**config.mk**
```make
export PLATFORM = sky130hd
export DESIGN_NAME = compacting_list_store_unit
export DESIGN_NICKNAME = d
export VERILOG_FILES = /design/src/rtl/cls_pkg.sv /design/src/rtl/cls_mem.sv /design/src/rtl/cls_ctrl.sv /design/src/rtl/compacting_list_store_unit.sv
export VERILOG_INCLUDE_DIRS = /design/src /design/src/rtl
export SDC_FILE = /design/constraint.sdc
export NUM_CORES = 1
export LEC_CHECK = 0
export ABC_CLOCK_PERIOD_IN_PS = 6800
export BUFFER_PORTS_ARGS = -buffer_cell sky130_fd_sc_hd__buf_2
export CORE_UTILIZATION = 30
export DETAILED_ROUTE_END_ITERATION = 7
export SLEW_MARGIN = 40
export SYNTH_ARGS = -nofsm -noshare
export SYNTH_HDL_FRONTEND = slang
export SYNTH_HIERARCHICAL = 1
export SYNTH_SLANG_ARGS = --single-unit
```
**constraint.sdc**
```tcl
create_clock -name i_clk -period 6.8 [get_ports i_clk]
set_input_delay 0.34 -clock i_clk [delete_from_list [all_inputs] [get_ports i_clk]]
set_output_delay 0.34 -clock i_clk [all_outputs]
set_load 0.01 [all_outputs]
```
**src/rtl/compacting_list_store_unit_defines.svh**
```systemverilog
// assertion macros for the compacting list store unit
`ifndef COMPACTING_LIST_STORE_UNIT_DEFINES_SVH
`define COMPACTING_LIST_STORE_UNIT_DEFINES_SVH

`ifndef NO_ASSERTIONS
// property sampled on i_clk, off while reset is held
`define CLS_ASSERT(label, prop, msg) \
    label: assert property (@(posedge i_clk) disable iff (!i_rst_n) (prop)) else $error(msg);
// antecedent now, consequent in the next cycle
`define CLS_ASSERT_NEXT(label, ante, cons, msg) \
    label: assert property (@(posedge i_clk) disable iff (!i_rst_n) (ante) |=> (cons)) else $error(msg);
`else
`define CLS_ASSERT(label, prop, msg)
`define CLS_ASSERT_NEXT(label, ante, cons, msg)
`endif

`endif

```
**src/rtl/cls_pkg.sv**
```systemverilog
// shared types and constants of the compacting list store unit
`timescale 1ns / 1ps
`default_nettype none

package cls_pkg;

    localparam int DEPTH      = 16;
    localparam int WORD_WIDTH = 32;
    localparam int IDX_W      = (DEPTH > 1) ? $clog2(DEPTH) : 1;
    localparam int CNT_W      = $clog2(DEPTH + 1);

    // widths of the item fields
    localparam int CMD_W    = 2;
    localparam int VALUE_W  = 32;
    localparam int INDEX_W  = 4;
    localparam int STATUS_W = 2;
    localparam int RDATA_W  = 32;
    localparam int COUNT_W  = 5;

    typedef logic [WORD_WIDTH-1:0] t_word;
    typedef logic [IDX_W-1:0]      t_ptr;
    typedef logic [CNT_W-1:0]      t_cnt;
    typedef logic [RDATA_W-1:0]    t_rdata;
    typedef logic [COUNT_W-1:0]    t_count;

    typedef enum logic [CMD_W-1:0] {
        CMD_APPEND       = 2'd0,
        CMD_REMOVE_VALUE = 2'd1,
        CMD_REMOVE_INDEX = 2'd2,
        CMD_READ         = 2'd3
    } t_cmd;

    typedef enum logic [STATUS_W-1:0] {
        ST_OK        = 2'd0,
        ST_FULL      = 2'd1,
        ST_NOT_FOUND = 2'd2,
        ST_BAD_INDEX = 2'd3
    } t_status;

    // one write and one read port request toward the word store
    typedef struct packed {
        logic  we;
        t_ptr  waddr;
        t_word wdata;
        t_ptr  raddr;
    } t_mem_req;

    typedef struct packed {
        t_status status;
        t_rdata  read_data;
        t_count  count;
    } t_result;

endpackage

`default_nettype wire

```
**src/rtl/cls_mem.sv**
```systemverilog
// word store: one write port, one read port with registered data
`timescale 1ns / 1ps
`default_nettype none

module cls_mem (
    input  wire logic             i_clk,
    input  wire cls_pkg::t_mem_req i_req,
    output cls_pkg::t_word        o_rdata
);

    cls_pkg::t_word r_mem [cls_pkg::DEPTH];
    cls_pkg::t_word r_q;

    always_ff @(posedge i_clk) begin
        if (i_req.we) begin
            r_mem[i_req.waddr] <= i_req.wdata;
        end
        r_q <= r_mem[i_req.raddr];
    end

    assign o_rdata = r_q;

endmodule

`default_nettype wire

```
**src/rtl/cls_ctrl.sv**
```systemverilog
// command sequencer: search, compacting shift, read and append over the word store
`timescale 1ns / 1ps
`default_nettype none
`include "compacting_list_store_unit_defines.svh"

module cls_ctrl (
    input  wire logic              i_clk,
    input  wire logic              i_rst_n,
    input  wire logic              i_valid,
    output logic                   o_ready,
    input  wire cls_pkg::t_cmd     i_cmd,
    input  wire logic [cls_pkg::VALUE_W-1:0] i_value,
    input  wire logic [cls_pkg::INDEX_W-1:0] i_index,
    output cls_pkg::t_mem_req      o_mem_req,
    input  wire cls_pkg::t_word    i_mem_q,
    output logic                   o_res_valid,
    input  wire logic              i_res_ready,
    output cls_pkg::t_result       o_res
);

    typedef enum logic [2:0] {
        S_IDLE,
        S_RD_WAIT,
        S_SRCH_RD,
        S_SRCH_CMP,
        S_SHIFT,
        S_SH_WR,
        S_DONE
    } t_state;

    t_state           r_state,  n_state;
    cls_pkg::t_cnt    r_cnt,    n_cnt;
    cls_pkg::t_ptr    r_ptr,    n_ptr;
    cls_pkg::t_word   r_val,    n_val;
    cls_pkg::t_status r_status, n_status;
    cls_pkg::t_rdata  r_rdata,  n_rdata;

    logic          accept;
    logic          idx_bad;
    logic          list_full;
    logic          hit;
    cls_pkg::t_cnt ptr_next;
    logic          at_tail;

    assign accept    = i_valid && o_ready;
    assign idx_bad   = 32'(i_index) >= 32'(r_cnt);
    assign list_full = 32'(r_cnt) >= 32'(cls_pkg::DEPTH);
    // single comparator: the walked entry against the search word
    assign hit       = (i_mem_q == r_val);
    assign ptr_next  = cls_pkg::t_cnt'(r_ptr) + cls_pkg::t_cnt'(1);
    assign at_tail   = ptr_next >= r_cnt;

    always_comb begin
        n_state   = r_state;
        n_cnt     = r_cnt;
        n_ptr     = r_ptr;
        n_val     = r_val;
        n_status  = r_status;
        n_rdata   = r_rdata;
        o_mem_req = '{we: 1'b0, waddr: r_ptr, wdata: i_mem_q, raddr: r_ptr};

        case (r_state)
            S_IDLE: begin
                if (accept) begin
                    n_val    = cls_pkg::t_word'(i_value);
                    n_rdata  = '0;
                    n_status = cls_pkg::ST_OK;
                    n_ptr    = '0;
                    o_mem_req.raddr = '0;
                    case (i_cmd)
                        cls_pkg::CMD_APPEND: begin
                            if (list_full) begin
                                n_status = cls_pkg::ST_FULL;
                            end else begin
                                o_mem_req.we    = 1'b1;
                                o_mem_req.waddr = cls_pkg::t_ptr'(r_cnt);
                                o_mem_req.wdata = cls_pkg::t_word'(i_value);
                                n_cnt = r_cnt + cls_pkg::t_cnt'(1);
                            end
                            n_state = S_DONE;
                        end
                        cls_pkg::CMD_REMOVE_VALUE: begin
                            if (r_cnt == '0) begin
                                n_status = cls_pkg::ST_NOT_FOUND;
                                n_state  = S_DONE;
                            end else begin
                                n_state = S_SRCH_CMP;
                            end
                        end
                        cls_pkg::CMD_REMOVE_INDEX: begin
                            if (idx_bad) begin
                                n_status = cls_pkg::ST_BAD_INDEX;
                                n_state  = S_DONE;
                            end else begin
                                n_ptr   = cls_pkg::t_ptr'(i_index);
                                n_state = S_SHIFT;
                            end
                        end
                        cls_pkg::CMD_READ: begin
                            if (idx_bad) begin
                                n_status = cls_pkg::ST_BAD_INDEX;
                                n_state  = S_DONE;
                            end else begin
                                o_mem_req.raddr = cls_pkg::t_ptr'(i_index);
                                n_state = S_RD_WAIT;
                            end
                        end
                        default: begin
                            n_state = S_DONE;
                        end
                    endcase
                end
            end
            S_RD_WAIT: begin
                n_rdata = cls_pkg::t_rdata'(i_mem_q);
                n_state = S_DONE;
            end
            S_SRCH_RD: begin
                n_state = S_SRCH_CMP;
            end
            S_SRCH_CMP: begin
                if (hit) begin
                    n_state = S_SHIFT;
                end else if (at_tail) begin
                    n_status = cls_pkg::ST_NOT_FOUND;
                    n_state  = S_DONE;
                end else begin
                    n_ptr   = cls_pkg::t_ptr'(ptr_next);
                    n_state = S_SRCH_RD;
                end
            end
            S_SHIFT: begin
                // pull the next entry down, or drop the tail
                if (at_tail) begin
                    n_cnt   = r_cnt - cls_pkg::t_cnt'(1);
                    n_state = S_DONE;
                end else begin
                    o_mem_req.raddr = cls_pkg::t_ptr'(ptr_next);
                    n_state = S_SH_WR;
                end
            end
            S_SH_WR: begin
                o_mem_req.we = 1'b1;
                n_ptr   = cls_pkg::t_ptr'(ptr_next);
                n_state = S_SHIFT;
            end
            S_DONE: begin
                if (i_res_ready) begin
                    n_state = S_IDLE;
                end
            end
            default: begin
                n_state = S_IDLE;
            end
        endcase
    end

    always_ff @(posedge i_clk) begin
        if (!i_rst_n) begin
            r_state <= S_IDLE;
            r_cnt   <= '0;
        end else begin
            r_state <= n_state;
            r_cnt   <= n_cnt;
        end
        r_ptr    <= n_ptr;
        r_val    <= n_val;
        r_status <= n_status;
        r_rdata  <= n_rdata;
    end

    assign o_ready     = (r_state == S_IDLE);
    assign o_res_valid = (r_state == S_DONE);
    assign o_res       = '{status:    r_status,
                           read_data: r_rdata,
                           count:     cls_pkg::t_count'(r_cnt)};

    `CLS_ASSERT(a_cnt_bound, 32'(r_cnt) <= 32'(cls_pkg::DEPTH), "entry count beyond depth")
    `CLS_ASSERT_NEXT(a_busy_after_accept, accept, !o_ready, "ready right after accept")
    `CLS_ASSERT(a_full_status, !o_res_valid || r_status != cls_pkg::ST_FULL || list_full, "full status on a list with room")
    `CLS_ASSERT(a_write_in_list, !o_mem_req.we || 32'(o_mem_req.waddr) <= 32'(r_cnt), "write beyond list end")

endmodule

`default_nettype wire

```
**src/rtl/compacting_list_store_unit.sv**
```systemverilog
// top level of the compacting list store unit: stream ports and result register
//
// channel | dir | tdata                                     | tuser
// s       | in  | [31:0] item_value, [35:32] index, 0 pad   | [1:0] cmd
// m       | out | [31:0] read_data, [36:32] count, 0 pad    | [1:0] status
//
// one command at a time; s_tready is high only while the sequencer is idle
// append or a refused command goes straight to the result; read waits for the
// registered store data; a removal walks the store entry by entry (search up
// to the hit, then shift the rest down); worst is a remove-value on a full list
// result register lets the next command start while a result waits on m_tready
// synchronous active-low reset clears the count and handshake state only
`timescale 1ns / 1ps
`default_nettype none

module compacting_list_store_unit (
    input  wire logic        i_clk,
    input  wire logic        i_rst_n,
    input  wire logic        i_s_tvalid,
    output logic             o_s_tready,
    input  wire logic [39:0] i_s_tdata,   // item_value, index, zero pad
    input  wire logic [1:0]  i_s_tuser,   // cmd
    output logic             o_m_tvalid,
    input  wire logic        i_m_tready,
    output logic [39:0]      o_m_tdata,   // read_data, count, zero pad
    output logic [1:0]       o_m_tuser    // status
);

    cls_pkg::t_mem_req mem_req;
    cls_pkg::t_word    mem_q;
    cls_pkg::t_result  res;
    logic              res_valid;
    logic              res_ready;

    // result register
    logic             r_out_valid;
    cls_pkg::t_result r_out;

    cls_mem u_mem (
        .i_clk   (i_clk),
        .i_req   (mem_req),
        .o_rdata (mem_q)
    );

    cls_ctrl u_ctrl (
        .i_clk       (i_clk),
        .i_rst_n     (i_rst_n),
        .i_valid     (i_s_tvalid),
        .o_ready     (o_s_tready),
        .i_cmd       (cls_pkg::t_cmd'(i_s_tuser)),
        .i_value     (i_s_tdata[31:0]),
        .i_index     (i_s_tdata[35:32]),
        .o_mem_req   (mem_req),
        .i_mem_q     (mem_q),
        .o_res_valid (res_valid),
        .i_res_ready (res_ready),
        .o_res       (res)
    );

    // the slot takes a new result when empty or when drained this cycle
    assign res_ready = !r_out_valid || i_m_tready;

    always_ff @(posedge i_clk) begin
        if (!i_rst_n) begin
            r_out_valid <= 1'b0;
        end else if (res_ready) begin
            r_out_valid <= res_valid;
        end
        if (res_valid && res_ready) begin
            r_out <= res;
        end
    end

    assign o_m_tvalid = r_out_valid;
    assign o_m_tdata  = {3'b000, r_out.count, r_out.read_data};
    assign o_m_tuser  = r_out.status;

endmodule

`default_nettype wire
```
==> results of run 1 <==
area by class of cell:
type                       count  share of cell area (%)
clock buffer                  90                    6.13
multi-input combinational    508                    19.2
tap                         1134                    4.71
clock inverter                33                    1.16
timing repair buffer         155                    3.98
sequential                   662                    64.7
inverter                      13                   0.162
registers in the layout (all words and copies together), names as in the netlist:
name             count
u_mem/r_mem        512
o_m_tdata           37
u_ctrl/r_rdata      32
u_ctrl/r_val        32
u_mem/o_rdata       32
u_ctrl/r_cnt         5
u_ctrl/r_ptr         4
u_ctrl/r_state       3
o_m_tuser            2
u_ctrl/r_status      2
o_m_tvalid           1
where the power goes:
group / internal (uW) / switching (uW) / total [uW]
Sequential: 5430 / 236 / 5670
Clock: 2150 / 1520 / 3680
Combinational: 1680 / 2470 / 4150
Yosys cell counts (5+ instances only):
| library cell | number | share of area, % |
|---|---|---|
| a221o_1 | 6 | 0.24 |
| nor2_1 | 24 | 0.35 |
| xor2_1 | 35 | 1.2 |
| buf_1 | 10 | 0.15 |
| and2_1 | 34 | 0.84 |
| inv_1 | 13 | 0.19 |
| nand2_1 | 50 | 0.74 |
| mux2_2 | 32 | 1.4 |
| nand3_1 | 8 | 0.16 |
| nor4_1 | 10 | 0.25 |
| mux4_2 | 128 | 11 |
| a21oi_1 | 10 | 0.20 |
| buf_2 | 11 | 0.22 |
| o21ai_0 | 12 | 0.24 |
| edfxtp_1 | 621 | 73 |
| buf_4 | 12 | 0.35 |
| nand3b_1 | 6 | 0.18 |
| ha_1 | 13 | 0.64 |
| nor2b_1 | 5 | 0.12 |
| nand2b_1 | 5 | 0.12 |
| a22oi_1 | 65 | 1.9 |
| dfxtp_1 | 41 | 3.2 |
| nor3_1 | 7 | 0.14 |
| clkbuf_1 | 26 | 0.38 |
cell families after synthesis:
group	share of synthesized area, %
muxes	12.8
buffers and inverters	1.38
other	0.0148
adders and majority gates	0.720
and+or+nand+nor	3.52
xor gates and xnor gates	1.24
DFF	76.7
AOI/OAI and AO/OA	3.63
stage by stage:
stage	instance area (sq um)	instances	utilization, %	hold WS [ns]
global placement	27400	2431	32.7	0.403
detailed placement	27500	2437	32.9	0.405
CTS	30000	2592	35.9	0.0268
global route	30100	2595	36.0	0.0451
floorplan	25400	1244	-	0.400
finish	30100	2595	36.0	0.0581
critical path: stages, from the launching register on:
cell,delay [ns]
edfxtp_1,0.50
ha_1,0.33
and3_1,0.21
ha_1,0.31
nand4_1,0.13
o21ai_0,0.52
o21ai_0,0.28
a21boi_0,0.27
a221o_4,0.43
buf_12,0.29
buf_12,0.44
mux4_2,0.38
a22oi_1,0.24
nand2_1,0.11
metal layers:
metal,vias to the layer above,share of wire (%),wire length (um)
li1,5437,-,-
met1,6668,43,25900
met2,495,46,27700
met3,100,7.6,4520
met4,0,2.5,1510
met5,-,0,0
final timing paths:
path,to,depth (start not counted)
hold / removal,o_m_tvalid,3
hold reg to reg,o_m_tdata[25],0
setup / recovery,u_mem/o_rdata[16],13
setup reg to reg,u_mem/o_rdata[16],13
==> reports/metrics.yaml, run 1 <==
outcome: "completed"
syn_inst: 1242
fp-row-count: 106
grt_pass1_wl_um: 87100
clockBufferDepth: 3
arrival_ns: 5.10
die_y_um: 293
ios: 90
grt.busiest_layer: "met2"
cts_buffers: 68
grt_max_degree: 73
cts_tree: "done"
clkTransAtPathRegs_ns: 0.06
antenna_found_initial: 0
vias: 12700
p_total_uw: 13500
initial_core_util_pct: 30.3
drc: 0
synth-edff-count: 621
cp.required_ns: 7.28
dominantRegCellSynth: "edfxtp_1"
use_met3_pct: 3.02
layout_setup_ws_ns: 2.18
synth_cell_types: 58
grt_usage_pct: 14.0
syn-cell-area_sq_um: 25400
ctsHoldBuffers: 32
gr-usage-met2_pct: 21.7
r2r_slack_ns: 2.18
fillCellCount: 7700
worstSkewPairLatency_ns: 0.60
grt_util_met1_pct: 19.6
p_leak_uw: 0.00970
core_area_sq_um: 83700
num_antenna_cells: 0
regArea_sq_um: 19500
critPathLaunch: "u_ctrl/r_ptr[0]"
cts_resized: 0
syn_to_final_growth_pct: 18.5
timing.slew.headroom_pct: 42.9
wl_per_cell_um: 23.0
cts_root_buffer: "clkbuf_16"
wirelength_um: 59700
finalSetupTns_ns: 0
worstSetupPathType: "register to register"
ys_seq_area_share_pct: 76.7
layout-drive-gt1-share_pct: 28.8
hpwlAfterDp_um: 35100
grt_overflow: 0
final_nets: 1468
final_common_cell: "edfxtp_1"
avgSynthCellArea_sq_um: 20.4
powerDensity_nw_per_um2: 448
portBuffers: 82
period_share_pct: 68.0
synth-warning-count: 6
synth-seq-cells: 662
gp_congestion: 0.779
cp_max_fo: 72
cp-end-kind: "register"
vdd_ir_drop_max_mv: 0.388
rsz0062_at_grt: "no"
fmax_mhz: 216
hp-start: "i_m_tready"
finalCriticalPeriod_ns: 4.62
die-area_sq_um: 85800
cp-start-kind: "register"
drv_slew: 0
tightest_slew_ns: 0.844
ys_async_sr_fraction_pct: 0
drtIter0Drc: 1092
place_ws_ns: 2.13
cts_num_sinks: 662
drtAntennaViolNets: 0
min_path_type: "input port to register"
layout_common_cells: "621 x edfxtp_1, 128 x mux4_2, 82 x buf_2"
firstDrtPassIters: 6
die_w_um: 293
r2r-start: "u_ctrl/r_ptr[0]"
multi_input_area_sq_um: 5760
post_cts_buffers: 0
setup_viol: 0
h-tree-depth: 3
maxCapViolCount: 0
finalHoldViolations: 0
avgViaCountPerCell: 4.89
clock_skew_ns: 0.0229
grt_pass1_vias: 13000
Power figures use the tool's default switching activity.
==> inputs of run 2 (changes only) <==
ABC_CLOCK_PERIOD_IN_PS = 4400   (was 6800)
clock period = 4.4 ns   (was 6.8 ns; I/O delays follow)
==> run 2 against run 1 <==
Compared with the run above:
- wire length is 1.6% higher
- worst setup slack lost 1.8 ns
- sequential share of layout area shrank 0.94 points
- sequential power up 54%
- clock skew shrank 0.0027 ns
- via count up 1.1%
- critical path type unchanged
- critical endpoint unchanged
- largest cell class unchanged
==> reports/metrics.yaml, run 2 (synthesis gave the netlist of run 1 again) <==
outcome: "completed"
cp.required_ns: 4.88  # -2.40 ns
die-area_sq_um: 85800  # unchanged
avgViaCountPerCell: 4.90  # +0.14%
drc: 0  # unchanged
clkTransAtPathRegs_ns: 0.06  # about the same
gp_congestion: 0.781  # +0.26%
clock_skew_ns: 0.0202  # -0.00272 ns
final_nets: 1490  # +1.5%
top_register: "u_mem/r_mem"
antenna_found_initial: 1  # +1
finalCriticalPeriod_ns: 4.03  # -0.592 ns
r2r-start: "u_ctrl/r_ptr[0]"
maxCapViolCount: 0  # unchanged
period_share_pct: 91.6  # +24 points
portBuffers: 82  # unchanged
arrival_ns: 4.51  # -0.59 ns
place_inst: 2456  # +0.78%
worst_r2r_endpoint: "u_mem/o_rdata[16]"
cp-end-kind: "register"
worstSetupPathType: "register to register"
setup_viol: 0  # unchanged
design_area_sq_um: 30500  # +1.5%
cts_tree: "done"
p_total_uw: 21500  # +59%
wl_per_cell_um: 23.1  # +0.64%
crit_slowest_cell: "mux4_2"
worstSkewPairLatency_ns: 0.60  # about the same
powerDensity_nw_per_um2: 704  # +57%
rr_worst_depth: 12  # -1
vias: 12800  # +1.1%
drv_slew: 0  # unchanged
p_leak_uw: 0.00989  # +1.9%
wirelength_um: 60600  # +1.6%
hpwlAfterDp_um: 34400  # -1.8%
min_path_type: "input port to register"
grt_overflow: 0  # unchanged
grt_pass1_vias: 12900  # -0.90%
layout_common_cells: "621 x edfxtp_1, 128 x mux4_2, 82 x buf_2"
die_w_um: 293  # unchanged
fmax_mhz: 248  # +15%
clockBufferDepth: 3  # unchanged
slowest_delay_ns: 0.56  # +0.04 ns
grt_usage_pct: 14.1  # +0.11 points
layout-drive-gt1-share_pct: 29.2  # +0.43 points
crit_path_frequent_cell: "ha_1"
cp-start-kind: "register"
finalHoldViolations: 0  # unchanged
cts_num_sinks: 662  # unchanged
initial_core_util_pct: 30.3  # unchanged
tightest_slew_ns: 0.780  # -0.0638 ns
syn_to_final_growth_pct: 20.3
stdcell_count: 2619  # +0.92%
h-tree-depth: 3  # unchanged
firstDrtPassIters: 6  # unchanged
endpoint: "u_mem/o_rdata[16]"
grt_pass1_wl_um: 87400  # +0.36%
drtIter0Drc: 1357  # +24%
core_area_sq_um: 83700  # unchanged
grt_max_degree: 59  # -19%
r2r_slack_ns: 0.37  # -1.81 ns
finalSetupTns_ns: 0  # unchanged
vdd_ir_drop_max_mv: 0.439  # +13%
fp-row-count: 106  # unchanged
rsz0062_at_grt: "no"
critPathLaunch: "u_ctrl/r_ptr[0]"
final_common_cell: "edfxtp_1"
largest_register_ff_count: 512  # unchanged
cp_max_fo: 48  # -33%
cts_buffers: 68  # unchanged
timing.slew.headroom_pct: 47.9  # +4.9 points
fin_hold_ws_ns: 0.0577  # -0.000389 ns
ios: 90  # unchanged
die_y_um: 293  # unchanged
crit_chain: "ha_1 -> and3_1 -> ha_1 -> a21oi_1 -> o21ai_0 -> buf_4 -> nor3_1 -> a221o_4 -> buf_12 -> mux4_2 -> a22oi_1 -> nand2_1"
cts_root_buffer: "clkbuf_16"
placed_area_sq_um: 27900  # +1.3%
drtAntennaViolNets: 0  # unchanged
==> run 2: changes by cell type in the layout (fill, tap and decap cells not counted), sizes merged <==
cell         delta
bufinv          +2
clkbuf          +6
dlygate4sd3     +6
diode           +1
clkinv          -4
inv             -3
buf            +16
==> run 2: stage by stage <==
step / setup slack, ns / util [%]
after floorplan: 0.225 / -
after global placement: 0.398 / 33.3
after detailed placement: 0.421 / 33.3
after CTS: 0.382 / 36.5
after global routing: 0.0864 / 36.5
final: 0.369 / 36.5
==> run 2: report_power, final <==
group          internal [uW]  total, uW  switching [uW]
clock                   3520       5880            2360
sequential              8400       8750             353
combinational           2970       6860            3890
==> run 2: critical path, delay by kind of cell (launching register included) <==
family,cells,cell delay [ns]
compound gates,4,0.86
simple gates,3,0.76
fa+ha+maj,2,0.64
mux,1,0.56
buf+inv,2,0.53
flops,1,0.51
==> run 2: final cells by class <==
| type | instances | area [sq um] |
|---|---|---|
| inverter | 13 | 48.8 |
| sequential | 662 | 19500 |
| antenna | 1 | 2.50 |
| clock buffer | 96 | 1910 |
| fill | 7647 | 53100 |
| clock inverter | 28 | 373 |
| timing repair buffer | 177 | 1530 |
| multi-input combinational | 508 | 5780 |
| tap | 1134 | 1420 |
==> run 2: metal layers <==
layer  share of wire [%]  wire (um)  GRT usage [%]  vias up
met5                   0          0              0        -
met4                 2.1       1270           3.54        0
met3                 7.4       4490           3.25       91
met2                  46      28000           21.9      490
met1                  44      26800           20.0     6777
li1                    -          -              -     5477
==> run 2: repair_timing <==
item	4_1_cts	5_1_grt
hold buffers	38	0
setup endpoints to repair	0	0
endpoints found under the hold margin	39	0
buffers inserted	0	0
resized for setup	0	0
==> run 2: worst min path at each step <==
stage	startpoint	end	slack, ns	depth (start not counted)
2_1_floorplan	i_s_tdata[0]	u_ctrl/r_val[0]	0.32	0
3_3_place_gp	u_ctrl/r_status[1]	o_m_tuser[1]	0.40	0
3_5_place_dp	u_ctrl/r_rdata[23]	o_m_tdata[23]	0.40	0
4_1_cts	i_s_tdata[33]	u_ctrl/r_ptr[1]	0.02	2
5_1_grt	i_s_tdata[33]	u_ctrl/r_ptr[1]	0.03	2
6_report	i_s_tdata[33]	u_ctrl/r_ptr[1]	0.06	2
==> inputs of run 3 (changes only) <==
BUFFER_PORTS_ARGS = not set   (was -buffer_cell sky130_fd_sc_hd__buf_2)
DONT_BUFFER_PORTS = 1   (was not set)
==> run 3 against run 2 <==
Compared with the run above:
- non-clock buffer count down 83
- sequential power grew 0.5%
- final cell count down 3.0%
- first-iteration DRC count decreased by 15%
- maximum frequency up 1.3%
- total power shrank 0.92%
- core utilization shrank 0.49 points
- cell area is 1.4% lower
- worst hold slack better by 0.0042 ns
- worst setup slack gained 0.050 ns
- clock-buffer cell count decreased by 7
- combinational power shrank 3.4%
- critical endpoint is now u_mem/o_rdata[5]
- largest power group unchanged
==> reports/metrics.yaml, run 3 (synthesis gave the netlist of run 1 again) <==
outcome: "completed"
die_w_um: 293  # unchanged
drtAntennaViolNets: 0  # unchanged
avgViaCountPerCell: 4.95  # +0.98%
critPathLaunch: "u_ctrl/r_ptr[0]"
maxCapViolCount: 0  # unchanged
grt_overflow: 0  # unchanged
layout-drive-gt1-share_pct: 25.1  # -4.2 points
cts_num_sinks: 662  # unchanged
place_ws_ns: 0.268  # -0.153 ns
vdd_ir_drop_max_mv: 0.443  # +1.1%
wirelength_um: 61700  # +1.8%
ios: 90  # unchanged
powerDensity_nw_per_um2: 707  # +0.44%
cts_root_buffer: "clkbuf_16"
grt_pass1_vias: 12700  # -1.7%
drv_slew: 0  # unchanged
cts_tree: "done"
worstSkewPairLatency_ns: 0.60  # about the same
fillCellCount: 7666  # +0.25%
die_y_um: 293  # unchanged
rsz0062_at_grt: "no"
post_cts_buffers: 0  # unchanged
gp_congestion: 0.790  # +1.1%
placed_area_sq_um: 27400  # -1.7%
portBuffers: 0  # -100%
die-area_sq_um: 85800  # unchanged
initial_core_util_pct: 30.3  # unchanged
clkTransAtPathRegs_ns: 0.06  # about the same
design_area_sq_um: 30100  # -1.4%
layout_setup_ws_ns: 0.419  # +0.0502 ns
worstSetupPathType: "register to register"
grt_max_degree: 40  # -32%
cp-start-kind: "register"
vias: 12600  # -2.0%
cp_max_fo: 18  # -63%
tightest_slew_ns: 0.788  # +0.00748 ns
hpwlAfterDp_um: 33900  # -1.5%
layout_common_cells: "621 x edfxtp_1, 128 x mux4_2, 70 x clkbuf_16"
cp-end-kind: "register"
core_area_sq_um: 83700  # unchanged
r2r_slack_ns: 0.42  # +0.05 ns
multi_input_area_sq_um: 5790  # about the same
drtIter0Drc: 1158  # -15%
clock_skew_ns: 0.0176  # -0.00263 ns
grt_pass1_wl_um: 89500  # +2.4%
endpoint: "u_mem/o_rdata[5]"
r2r-start: "u_ctrl/r_ptr[0]"
fmax_mhz: 251  # +1.3%
finalCriticalPeriod_ns: 3.98  # -0.0502 ns
finalSetupTns_ns: 0  # unchanged
worst_r2r_endpoint: "u_mem/o_rdata[5]"
drc: 0  # unchanged
clockBufferDepth: 3  # unchanged
h-tree-depth: 3  # unchanged
regArea_sq_um: 19500  # unchanged
wl_per_cell_um: 24.3  # +4.9%
rr_worst_depth: 12  # unchanged
largest_register_ff_count: 512  # unchanged
timing.slew.headroom_pct: 47.0  # -0.86 points
grt_usage_pct: 14.5  # +0.39 points
final_common_cell: "edfxtp_1"
arrival_ns: 4.46  # -0.05 ns
finalHoldViolations: 0  # unchanged
fp-row-count: 106  # unchanged
cts_buffers: 68  # unchanged
antenna_found_initial: 3  # +2
syn_to_final_growth_pct: 18.7
top_register: "u_mem/r_mem"
setup_viol: 0  # unchanged
cp.required_ns: 4.88  # about the same
firstDrtPassIters: 5  # -1
period_share_pct: 90.5  # -1.1 points
min_path_type: "input port to register"
final_nets: 1407  # -5.6%
p_leak_uw: 0.00954  # -3.5%
run 3: cell types whose count changed in the layout (fill, tap and decap cells not counted), moves of 2 or more:
cell	delta
dlygate4sd3_1	+5
clkbuf_1	-7
clkinv_2	-2
clkinvlp_4	+2
clkbuf_8	+2
buf_2	-82
inv_6	+3
diode_2	+5
clkbuf_16	-2
buf_12	-3
buf_4	-4
clkinv_1	+3
run 3: final cells by class:
cell class | count | area share (%)
diodes | 6 | 0.0498
clock buffers | 89 | 6.18
clock inverters | 35 | 1.37
inverters | 13 | 0.162
multi-input cells | 508 | 19.2
flip-flops and latches | 662 | 64.6
well taps | 1134 | 4.71
repair buffers | 94 | 3.69
run 3: metrics by stage:
stage	hold slack, ns	power (uW)	util [%]	std cells
floorplan	0.319	13300	-	1244
global placement	0.319	15300	32.7	2365
finish	0.0620	21300	36.0	2541
detailed placement	0.319	15500	32.7	2368
global route	0.0663	22300	36.0	2537
CTS	0.0315	21500	36.0	2535
run 3: worst min-delay path by stage:
stage,startpoint,to,slack [ns],depth (start not counted)
after global placement,i_s_tdata[20],u_ctrl/r_val[20],0.32,0
after global routing,i_s_tdata[14],u_mem/r_mem[12][14],0.07,1
after detailed placement,i_s_tdata[21],u_ctrl/r_val[21],0.32,0
after floorplan,i_s_tdata[0],u_ctrl/r_val[0],0.32,0
after CTS,i_s_tdata[14],u_mem/r_mem[13][14],0.03,1
final,i_s_tdata[12],u_mem/r_mem[12][12],0.06,1
run 3: routing by layer:
layer  wire [um]  share of wire [%]  track usage (%)
met1       26800                 43             20.7
met2       28400                 46             22.2
met3        5160                8.4             3.18
met4        1360                2.2             4.04
met5           0                  0                0
run 3: where the power goes:
part	switching (uW)	total, uW	leakage (uW)	internal, uW
clock network	2400	5880	0.00111	3480
logic	3850	6630	0.00244	2770
registers	388	8790	0.00600	8400
run 3: critical path: stages, from the launching register on:
cell and delay, ns:
edfxtp_1 0.51, ha_1 0.34, and3_1 0.22, ha_1 0.30
nand4_1 0.12, o21ai_1 0.37, o21ai_0 0.22, a21oi_1 0.23
a221o_4 0.30, buf_4 0.40, mux4_2 0.55, a22oi_1 0.22
nand2_1 0.08
run 3: repair_timing:
item                                    in CTS  in global routing
gates resized for setup                      0                  2
hold buffers                                43                  0
endpoints found under the setup margin       0                 17
hold endpoints to repair                    49                  0
